**src/rtl/mafd_pkg.sv**
```systemverilog
package mafd_pkg;

	localparam int unsigned FRAME_W = 12;
	localparam int unsigned BASE_W = 12;
	localparam int unsigned SCALED_W = 20;

	localparam logic [10:0] SYNC_WORD = 11'h7FF;

	// floor(x * RECIP_441 >> RECIP_SHIFT) == floor(x / 441) for every x below 2**20
	localparam int unsigned RECIP_SHIFT = 29;
	localparam logic [20:0] RECIP_441 = 21'd1217395;

	localparam logic [1:0] VER_MPEG1 = 2'd0;
	localparam logic [1:0] VER_RSVD = 2'd3;
	localparam logic [1:0] LAYER_1 = 2'd1;
	localparam logic [1:0] LAYER_2 = 2'd2;
	localparam logic [1:0] LAYER_3 = 2'd3;
	localparam logic [1:0] MODE_MONO = 2'd3;

	// reduced divisor per sample-rate index: 44100 -> 441/240, 48000 -> 2, 32000 -> 4/3
	typedef enum logic [1:0] {
		DIV_BY_441 = 2'd0,
		DIV_BY_2   = 2'd1,
		DIV_BY_4_3 = 2'd2
	} div_sel_t;

	typedef struct packed {
		logic        ok;
		logic [1:0]  mpeg_version;
		logic [1:0]  layer;
		logic        has_crc;
		logic [8:0]  bitrate_kbps;
		logic [15:0] sample_rate_hz;
		logic [2:0]  padding_bytes;
		logic [1:0]  channel_count;
		logic [1:0]  channel_mode;
		logic [1:0]  mode_extension;
		logic [1:0]  emphasis;
	} hdr_info_t;

	// raw version code to decoded version
	localparam logic [1:0] VER_MAP [0:3] = '{2'd2, 2'd3, 2'd1, 2'd0};

	// rows indexed by layer number, row 0 is the reserved layer
	localparam logic [8:0] BR_V1 [0:3][0:15] = '{
		'{9'd0, 9'd0, 9'd0, 9'd0, 9'd0, 9'd0, 9'd0, 9'd0,
		  9'd0, 9'd0, 9'd0, 9'd0, 9'd0, 9'd0, 9'd0, 9'd0},
		'{9'd0, 9'd32, 9'd64, 9'd96, 9'd128, 9'd160, 9'd192, 9'd224,
		  9'd256, 9'd288, 9'd320, 9'd352, 9'd384, 9'd416, 9'd448, 9'd0},
		'{9'd0, 9'd32, 9'd48, 9'd56, 9'd64, 9'd80, 9'd96, 9'd112,
		  9'd128, 9'd160, 9'd192, 9'd224, 9'd256, 9'd320, 9'd384, 9'd0},
		'{9'd0, 9'd32, 9'd40, 9'd48, 9'd56, 9'd64, 9'd80, 9'd96,
		  9'd112, 9'd128, 9'd160, 9'd192, 9'd224, 9'd256, 9'd320, 9'd0}
	};

	localparam logic [8:0] BR_V2 [0:3][0:15] = '{
		'{9'd0, 9'd0, 9'd0, 9'd0, 9'd0, 9'd0, 9'd0, 9'd0,
		  9'd0, 9'd0, 9'd0, 9'd0, 9'd0, 9'd0, 9'd0, 9'd0},
		'{9'd0, 9'd32, 9'd48, 9'd56, 9'd64, 9'd80, 9'd96, 9'd112,
		  9'd128, 9'd144, 9'd160, 9'd176, 9'd192, 9'd224, 9'd256, 9'd0},
		'{9'd0, 9'd8, 9'd16, 9'd24, 9'd32, 9'd40, 9'd48, 9'd56,
		  9'd64, 9'd80, 9'd96, 9'd112, 9'd128, 9'd144, 9'd160, 9'd0},
		'{9'd0, 9'd8, 9'd16, 9'd24, 9'd32, 9'd40, 9'd48, 9'd56,
		  9'd64, 9'd80, 9'd96, 9'd112, 9'd128, 9'd144, 9'd160, 9'd0}
	};

	// indexed by decoded version, then sample-rate index
	localparam logic [15:0] FREQ_TAB [0:3][0:3] = '{
		'{16'd44100, 16'd48000, 16'd32000, 16'd0},
		'{16'd22050, 16'd24000, 16'd16000, 16'd0},
		'{16'd11025, 16'd12000, 16'd8000, 16'd0},
		'{16'd0, 16'd0, 16'd0, 16'd0}
	};

endpackage

```
**src/rtl/mpeg_audio_frame_header_decoder_unit.sv**
```systemverilog
// Four register stages: decode and table lookup, numerator scaling, reciprocal
// multiply, frame-length add into the output register.
// Throughput: one header per cycle when res_ready does not stall the output;
// the 21x20 reciprocal multiply sets the stage depth.
// Each stage holds its beat until the next one frees, so output stalls lose nothing.
// Reset (arst_n low, asynchronous) empties the pipe; payload registers keep no reset.
module mpeg_audio_frame_header_decoder_unit (
	input  logic        clk,
	input  logic        arst_n,
	input  logic        hdr_valid,
	output logic        hdr_ready,
	input  logic [31:0] header_word,
	output logic        res_valid,
	input  logic        res_ready,
	output logic        valid_res,
	output logic [1:0]  mpeg_version,
	output logic [1:0]  layer,
	output logic        has_crc,
	output logic [8:0]  bitrate_kbps,
	output logic [15:0] sample_rate_hz,
	output logic [2:0]  padding_bytes,
	output logic [11:0] frame_bytes,
	output logic [1:0]  channel_count,
	output logic [1:0]  channel_mode,
	output logic [1:0]  mode_extension,
	output logic [1:0]  emphasis
);
	import mafd_pkg::*;

	// stage 1 to stage 2 beat
	logic      v_s1;
	logic      rdy_s1;
	hdr_info_t info_s1;
	logic [11:0] base_s1;
	div_sel_t  sel_s1;

	// stage 3 to output beat
	logic      v_s3;
	hdr_info_t info_s3;
	logic [11:0] quo_s3;
	logic      rdy_s4;

	mafd_decode u_decode (
		.clk         (clk),
		.arst_n      (arst_n),
		.hdr_valid   (hdr_valid),
		.hdr_ready   (hdr_ready),
		.header_word (header_word),
		.v_s1        (v_s1),
		.dn_ready    (rdy_s1),
		.info_s1     (info_s1),
		.base_s1     (base_s1),
		.sel_s1      (sel_s1)
	);

	mafd_scale u_scale (
		.clk      (clk),
		.arst_n   (arst_n),
		.up_valid (v_s1),
		.up_ready (rdy_s1),
		.up_info  (info_s1),
		.up_base  (base_s1),
		.up_sel   (sel_s1),
		.v_s3     (v_s3),
		.dn_ready (rdy_s4),
		.info_s3  (info_s3),
		.quo_s3   (quo_s3)
	);

	// output register frees whenever the consumer takes the beat
	assign rdy_s4 = ~res_valid | res_ready;

	always_ff @(posedge clk or negedge arst_n) begin
		if (!arst_n) begin
			res_valid <= 1'b0;
		end else if (rdy_s4) begin
			res_valid <= v_s3;
		end
	end

	// quotient and padding are both zero for a bad header, so the sum is too
	always_ff @(posedge clk) begin
		if (v_s3 && rdy_s4) begin
			valid_res <= info_s3.ok;
			mpeg_version <= info_s3.mpeg_version;
			layer <= info_s3.layer;
			has_crc <= info_s3.has_crc;
			bitrate_kbps <= info_s3.bitrate_kbps;
			sample_rate_hz <= info_s3.sample_rate_hz;
			padding_bytes <= info_s3.padding_bytes;
			frame_bytes <= quo_s3 + {9'b0, info_s3.padding_bytes};
			channel_count <= info_s3.channel_count;
			channel_mode <= info_s3.channel_mode;
			mode_extension <= info_s3.mode_extension;
			emphasis <= info_s3.emphasis;
		end
	end

endmodule

```
**src/rtl/mafd_decode.sv**
```systemverilog
module mafd_decode (
	input  logic                 clk,
	input  logic                 arst_n,
	input  logic                 hdr_valid,
	output logic                 hdr_ready,
	input  logic [31:0]          header_word,
	output logic                 v_s1,
	input  logic                 dn_ready,
	output mafd_pkg::hdr_info_t  info_s1,
	output logic [11:0]          base_s1,
	output mafd_pkg::div_sel_t   sel_s1
);
	import mafd_pkg::*;

	logic [1:0]  ver;
	logic [1:0]  lcode;
	logic [1:0]  layer;
	logic [3:0]  bidx;
	logic [1:0]  fidx;
	logic [8:0]  kbps;
	logic [15:0] freq;
	logic        ok;
	logic [10:0] kbps_x3;
	logic [11:0] kbps_m;
	logic [11:0] base;
	div_sel_t    sel;
	hdr_info_t   info;

	always_comb begin
		ver = VER_MAP[header_word[20:19]];
		lcode = header_word[18:17];
		layer = (lcode == 2'd0) ? 2'd0 : 2'(3'd4 - {1'b0, lcode});
		bidx = header_word[15:12];
		fidx = header_word[11:10];
		kbps = (ver == VER_MPEG1 || ver == VER_RSVD) ? BR_V1[layer][bidx] : BR_V2[layer][bidx];
		freq = FREQ_TAB[ver][fidx];
		ok = (header_word[31:21] == SYNC_WORD) && (freq != 16'd0) && (kbps != 9'd0);

		// frame factor over 24000: Layer I 2, Layer II 6, Layer III 6 or 3
		kbps_x3 = {1'b0, kbps, 1'b0} + {2'b0, kbps};
		if (layer == LAYER_1) begin
			kbps_m = {2'b0, kbps, 1'b0};
		end else if (layer == LAYER_2 || (layer == LAYER_3 && ver == VER_MPEG1)) begin
			kbps_m = {kbps_x3, 1'b0};
		end else begin
			kbps_m = {1'b0, kbps_x3};
		end
		// sample rate halves per version step, so scale the numerator instead
		base = ok ? 12'(kbps_m << ver) : '0;

		unique case (fidx)
			2'd0:    sel = DIV_BY_441;
			2'd1:    sel = DIV_BY_2;
			default: sel = DIV_BY_4_3;
		endcase

		info.ok = ok;
		info.mpeg_version = ver;
		info.layer = layer;
		info.has_crc = ~header_word[16];
		info.bitrate_kbps = ok ? kbps : '0;
		info.sample_rate_hz = ok ? freq : '0;
		info.padding_bytes = (ok && header_word[9]) ? ((layer == LAYER_1) ? 3'd4 : 3'd1) : 3'd0;
		info.channel_count = (header_word[7:6] == MODE_MONO) ? 2'd1 : 2'd2;
		info.channel_mode = header_word[7:6];
		info.mode_extension = header_word[5:4];
		info.emphasis = header_word[1:0];
	end

	assign hdr_ready = ~v_s1 | dn_ready;

	always_ff @(posedge clk or negedge arst_n) begin
		if (!arst_n) begin
			v_s1 <= 1'b0;
		end else if (hdr_ready) begin
			v_s1 <= hdr_valid;
		end
	end

	always_ff @(posedge clk) begin
		if (hdr_valid && hdr_ready) begin
			info_s1 <= info;
			base_s1 <= base;
			sel_s1 <= sel;
		end
	end

endmodule

```
**src/rtl/mafd_scale.sv**
```systemverilog
module mafd_scale (
	input  logic                 clk,
	input  logic                 arst_n,
	input  logic                 up_valid,
	output logic                 up_ready,
	input  mafd_pkg::hdr_info_t  up_info,
	input  logic [11:0]          up_base,
	input  mafd_pkg::div_sel_t   up_sel,
	output logic                 v_s3,
	input  logic                 dn_ready,
	output mafd_pkg::hdr_info_t  info_s3,
	output logic [11:0]          quo_s3
);
	import mafd_pkg::*;

	logic                v_s2;
	hdr_info_t           info_s2;
	logic [SCALED_W-1:0] x_s2;
	div_sel_t            sel_s2;
	logic                rdy_s2;
	logic                rdy_s3;
	logic [SCALED_W-1:0] x;
	logic [40:0]         prod;
	logic [FRAME_W-1:0]  quo;

	assign rdy_s3 = ~v_s3 | dn_ready;
	assign rdy_s2 = ~v_s2 | rdy_s3;
	assign up_ready = rdy_s2;

	// stage 2: numerator of the reduced fraction
	always_comb begin
		case (up_sel)
			DIV_BY_441: x = {up_base, 8'b0} - {4'b0, up_base, 4'b0};
			DIV_BY_4_3: x = {8'b0, up_base} + {7'b0, up_base, 1'b0};
			default:    x = {8'b0, up_base};
		endcase
	end

	// stage 3: reciprocal multiply for 441, plain shifts otherwise
	always_comb begin
		prod = {21'b0, x_s2} * {20'b0, RECIP_441};
		case (sel_s2)
			DIV_BY_441: quo = prod[RECIP_SHIFT +: FRAME_W];
			DIV_BY_4_3: quo = FRAME_W'(x_s2 >> 2);
			default:    quo = FRAME_W'(x_s2 >> 1);
		endcase
	end

	always_ff @(posedge clk or negedge arst_n) begin
		if (!arst_n) begin
			v_s2 <= 1'b0;
			v_s3 <= 1'b0;
		end else begin
			if (rdy_s2) begin
				v_s2 <= up_valid;
			end
			if (rdy_s3) begin
				v_s3 <= v_s2;
			end
		end
	end

	always_ff @(posedge clk) begin
		if (up_valid && rdy_s2) begin
			info_s2 <= up_info;
			x_s2 <= x;
			sel_s2 <= up_sel;
		end
		if (v_s2 && rdy_s3) begin
			info_s3 <= info_s2;
			quo_s3 <= quo;
		end
	end

endmodule

```
**config.mk**
```make
export PLATFORM = sky130hd
export DESIGN_NAME = mpeg_audio_frame_header_decoder_unit
export DESIGN_NICKNAME = d
export VERILOG_FILES = /design/src/rtl/mafd_pkg.sv /design/src/rtl/mpeg_audio_frame_header_decoder_unit.sv /design/src/rtl/mafd_decode.sv /design/src/rtl/mafd_scale.sv
export SDC_FILE = /design/constraint.sdc
export NUM_CORES = 1
export LEC_CHECK = 0
export ABC_AREA = 1
export BUFFER_PORTS_ARGS = -buffer_cell sky130_fd_sc_hd__buf_2
export CORE_AREA = 2 2 217 219
export DETAILED_ROUTE_END_ITERATION = 6
export DIE_AREA = 0 0 219 221
export PLACE_DENSITY = 0.56
export REMOVE_ABC_BUFFERS = 1
export SKIP_CTS_REPAIR_TIMING = 1
export SYNTH_ARGS = -nofsm -noshare
export SYNTH_HDL_FRONTEND = slang
export SYNTH_SLANG_ARGS = --single-unit
```
**constraint.sdc**
```tcl
create_clock -name clk -period 17.4 [get_ports clk]
set_clock_uncertainty 0.2 [all_clocks]
set_input_delay 0 -clock clk [delete_from_list [all_inputs] [get_ports clk]]
set_output_delay 0 -clock clk [all_outputs]
set_load 0.02 [all_outputs]
```
==> flow_metrics.py <==
metrics = {
    "floorplan": {
        "row_count": 79,
        "core_mm2": 0.0461,
        "die_area_mm2": 0.0484,
        "die_y_um": 221,
        "io_pins": 92,
        "start_util": 0.347,
        "die_w_um": 219,
    },
    "place": {
        "io_buffers": 83,
        "dp.cells": 2235,
        "dp_slack_ns": 10.93,
        "dp_hpwl_um": 27900,
        "gp_congestion": 0.900,
    },
    "sta": {
        "setup_ws_ns": 10.91,
        "relSlewSlack": 0.257,
        "setup_viol": 0,
        "setup-tns-final_ns": 0,
        "grt_setup_unrepaired": "false",
        "min_period_ns": 6.49,
        "finalHoldViolations": 0,
        "slew_violations": 0,
        "fin_crit_sh": 0.373,
        "fmax_ghz": 0.154,
        "worst_pin_slew_ns": 1.11,
    },
    "clock_network": {
        "cts_buffers": 22,
        "clk_pin_slew_ns": 0.06,
        "root_buffer": "clkbuf_16",
        "clockBufferDepth": 3,
        "cts_tree": "built",
        "insertion_delay_ns": 0.53,
        "htree_levels": 1,
        "cts_sinks": 202,
    },
    "critical_path": {
        "startpoint": "u_scale.x_s2[12]",
        "worst_ep_required_time_ns": 17.44,
        "worstPathCellList": "inv_1 -> ha_1 -> fa_1 -> inv_1 -> fa_1 -> fa_1 -> inv_1 -> fa_1 -> inv_1 -> fa_1 -> ha_1 -> ha_1 -> nand2_1 -> nor2_1 -> inv_1 -> nor4_1 -> nand3_1 -> nand2_1 -> nand2_1 -> nand3_1 -> nand2_1",
        "crit_type": "register to register",
        "crit_cells": 21,
        "worst_setup_path_start_kind": "register",
        "crit_slowest_cell": "edfxtp_1",
        "cp.arrival_ns": 6.53,
        "cp_max_fo": 8,
        "cp_slowest_stage_delay_ns": 0.62,
        "reg2reg_depth": 21,
        "crit_family": "adder cells",
        "rr_endpoint": "u_scale.quo_s3[8]",
        "ff2ff_setup_slack_ns": 10.91,
        "endpoint_kind": "register",
        "critical_path_buf_inv_count": 5,
        "crit_end": "u_scale.quo_s3[8]",
        "timing.rr.start": "u_scale.x_s2[12]",
    },
    "run": {
        "cap_violations": 0,
    },
    "yosys": {
        "yosysMostFrequentCell": "inv_1",
        "synth_common_cells": "inv_1, ha_1, nand2_1",
        "ys.flop_type": "edfxtp_1",
        "synth.avg_cell_area_um2": 10.3,
        "synth_area_mm2": 0.0160,
        "yosys.area.top_type": "edfxtp_1",
        "ys_seq_area_frac": 0.378,
        "ys_types": 55,
        "syn_inst": 1557,
        "ys_seq_elements": 202,
        "synth.top_cell.area_share": 0.372,
        "postSynth.asyncResetShare": 0.0198,
        "ys_top_cells_by_area": "edfxtp_1, ha_1, fa_1",
        "synth_edf_count": 198,
        "ys_warn_count": 0,
    },
    "final_layout": {
        "fin_cells": 2295,
        "seq_area_mm2": 0.00605,
        "n_fill_cell": 4608,
        "drive_above_1_share": 0.0977,
        "multi_input_area_mm2": 0.00862,
        "layout.nets": 2066,
        "diodes": 0,
        "syn_to_final_growth_pct": 12.5,
    },
    "global_route": {
        "gr-total-overflow": 0,
        "grt_pass1_wl_um": 57100,
        "grt_pass1_vias": 11304,
        "grt_max_degree": 49,
        "track_usage": 0.147,
        "antenna_found_initial": 0,
    },
    "routing": {
        "finalWirelength_um": 34800,
        "drt_iter0_drc": 431,
        "avgRoutedWirePerCell_um": 15.2,
        "viasPerCell": 4.72,
        "drc": 0,
        "vias": 10843,
        "drt-pass1-iter-count": 6,
        "drtAntennaViolNets": 0,
    },
    "hold_path": {
        "hp-start": "header_word[21]",
        "min_path_type": "primary input to register",
        "hold_depth": 5,
    },
    "status": {
        "status": "finished clean",
    },
}
==> how the worst min path moves through the flow <==
stage	endpoint	slack, ns
6_report	u_decode.info_s1[18]	0.02
3_5_place_dp	res_valid	-0.39
2_1_floorplan	res_valid	-0.50
3_3_place_gp	res_valid	-0.39
5_1_grt	u_decode.info_s1[26]	0.04
4_1_cts	u_decode.v_s1	-0.92
==> tightest hold or removal path, stage by stage <==
cell and delay [ns]:
buf_2 0.10, nand4_1 0.06, nor3_1 0.08, nand2_4 0.28
nor2_1 0.07
==> final cells by class <==
type,instances,share of cell area
multi-input cells,1015,0.479
flip-flops and latches,202,0.336
inverters,325,0.0677
well taps,607,0.0422
repair buffers,107,0.0360
clock buffers,23,0.0308
clock inverters,16,0.00896
==> per-layer routing <==
| metal | vias to the layer above | global-route usage | part of all wire |
|---|---|---|---|
| met4 | 0 | 0.0429 | 0.030 |
| met2 | 152 | 0.258 | 0.49 |
| li1 | 5419 | - | - |
| met1 | 5209 | 0.189 | 0.45 |
| met5 | - | 0 | 0 |
| met3 | 63 | 0.0173 | 0.026 |
==> placed cells by master, fill, tap and decap left out, types with 4 or more instances in the layout <==
cell type / n
inv_1: 310
ha_1: 241
nand2_1: 218
edfxtp_1: 198
fa_1: 116
nand3_1: 90
buf_2: 83
nor2_1: 77
a21oi_1: 67
o21ai_0: 47
clkbuf_16: 22
dlygate4sd3_1: 21
nor3_1: 15
nand4_1: 15
inv_2: 13
o22ai_1: 12
a31oi_1: 9
a21o_1: 9
o211ai_1: 7
xnor2_1: 7
xor2_1: 7
nand2_2: 6
nand3b_1: 6
clkinv_1: 6
o21bai_1: 6
nor2_4: 5
or2_2: 5
o21a_1: 5
conb_1: 5
a21boi_0: 4
dfrtp_1: 4
==> state kept, by name, summed over array words and instances, names as in the netlist, 6 cells and up <==
register and cells:
u_scale.info_s3 36, u_scale.info_s2 36, bitrate_kbps 6, u_scale.quo_s3 12, sample_rate_hz 14, u_decode.base_s1 9
u_scale.x_s2 17, u_decode.info_s1 36, frame_bytes 12
==> through the flow <==
stage,cell area [um2],util,hold slack (ns)
2_1_floorplan,15900,-,-0.496
3_3_place_gp,17100,0.371,-0.388
3_5_place_dp,17100,0.371,-0.386
4_1_cts,17800,0.386,-0.920
5_1_grt,18000,0.391,0.0360
6_report,18000,0.391,0.0168
==> cells by family after synthesis <==
kind of cell    Yosys count  share of synthesized area
simple gates            452                      0.126
fa+ha+maj               357                      0.334
buf+inv                 344                     0.0855
flops                   202                      0.378
compound gates          187                     0.0696
xor+xnor                 14                    0.00766
other cells               1                   0.000234
Power is left out: the tool's default activity adds up to more than one toggle a clock period on the data nets, which glitch-free logic cannot reach.
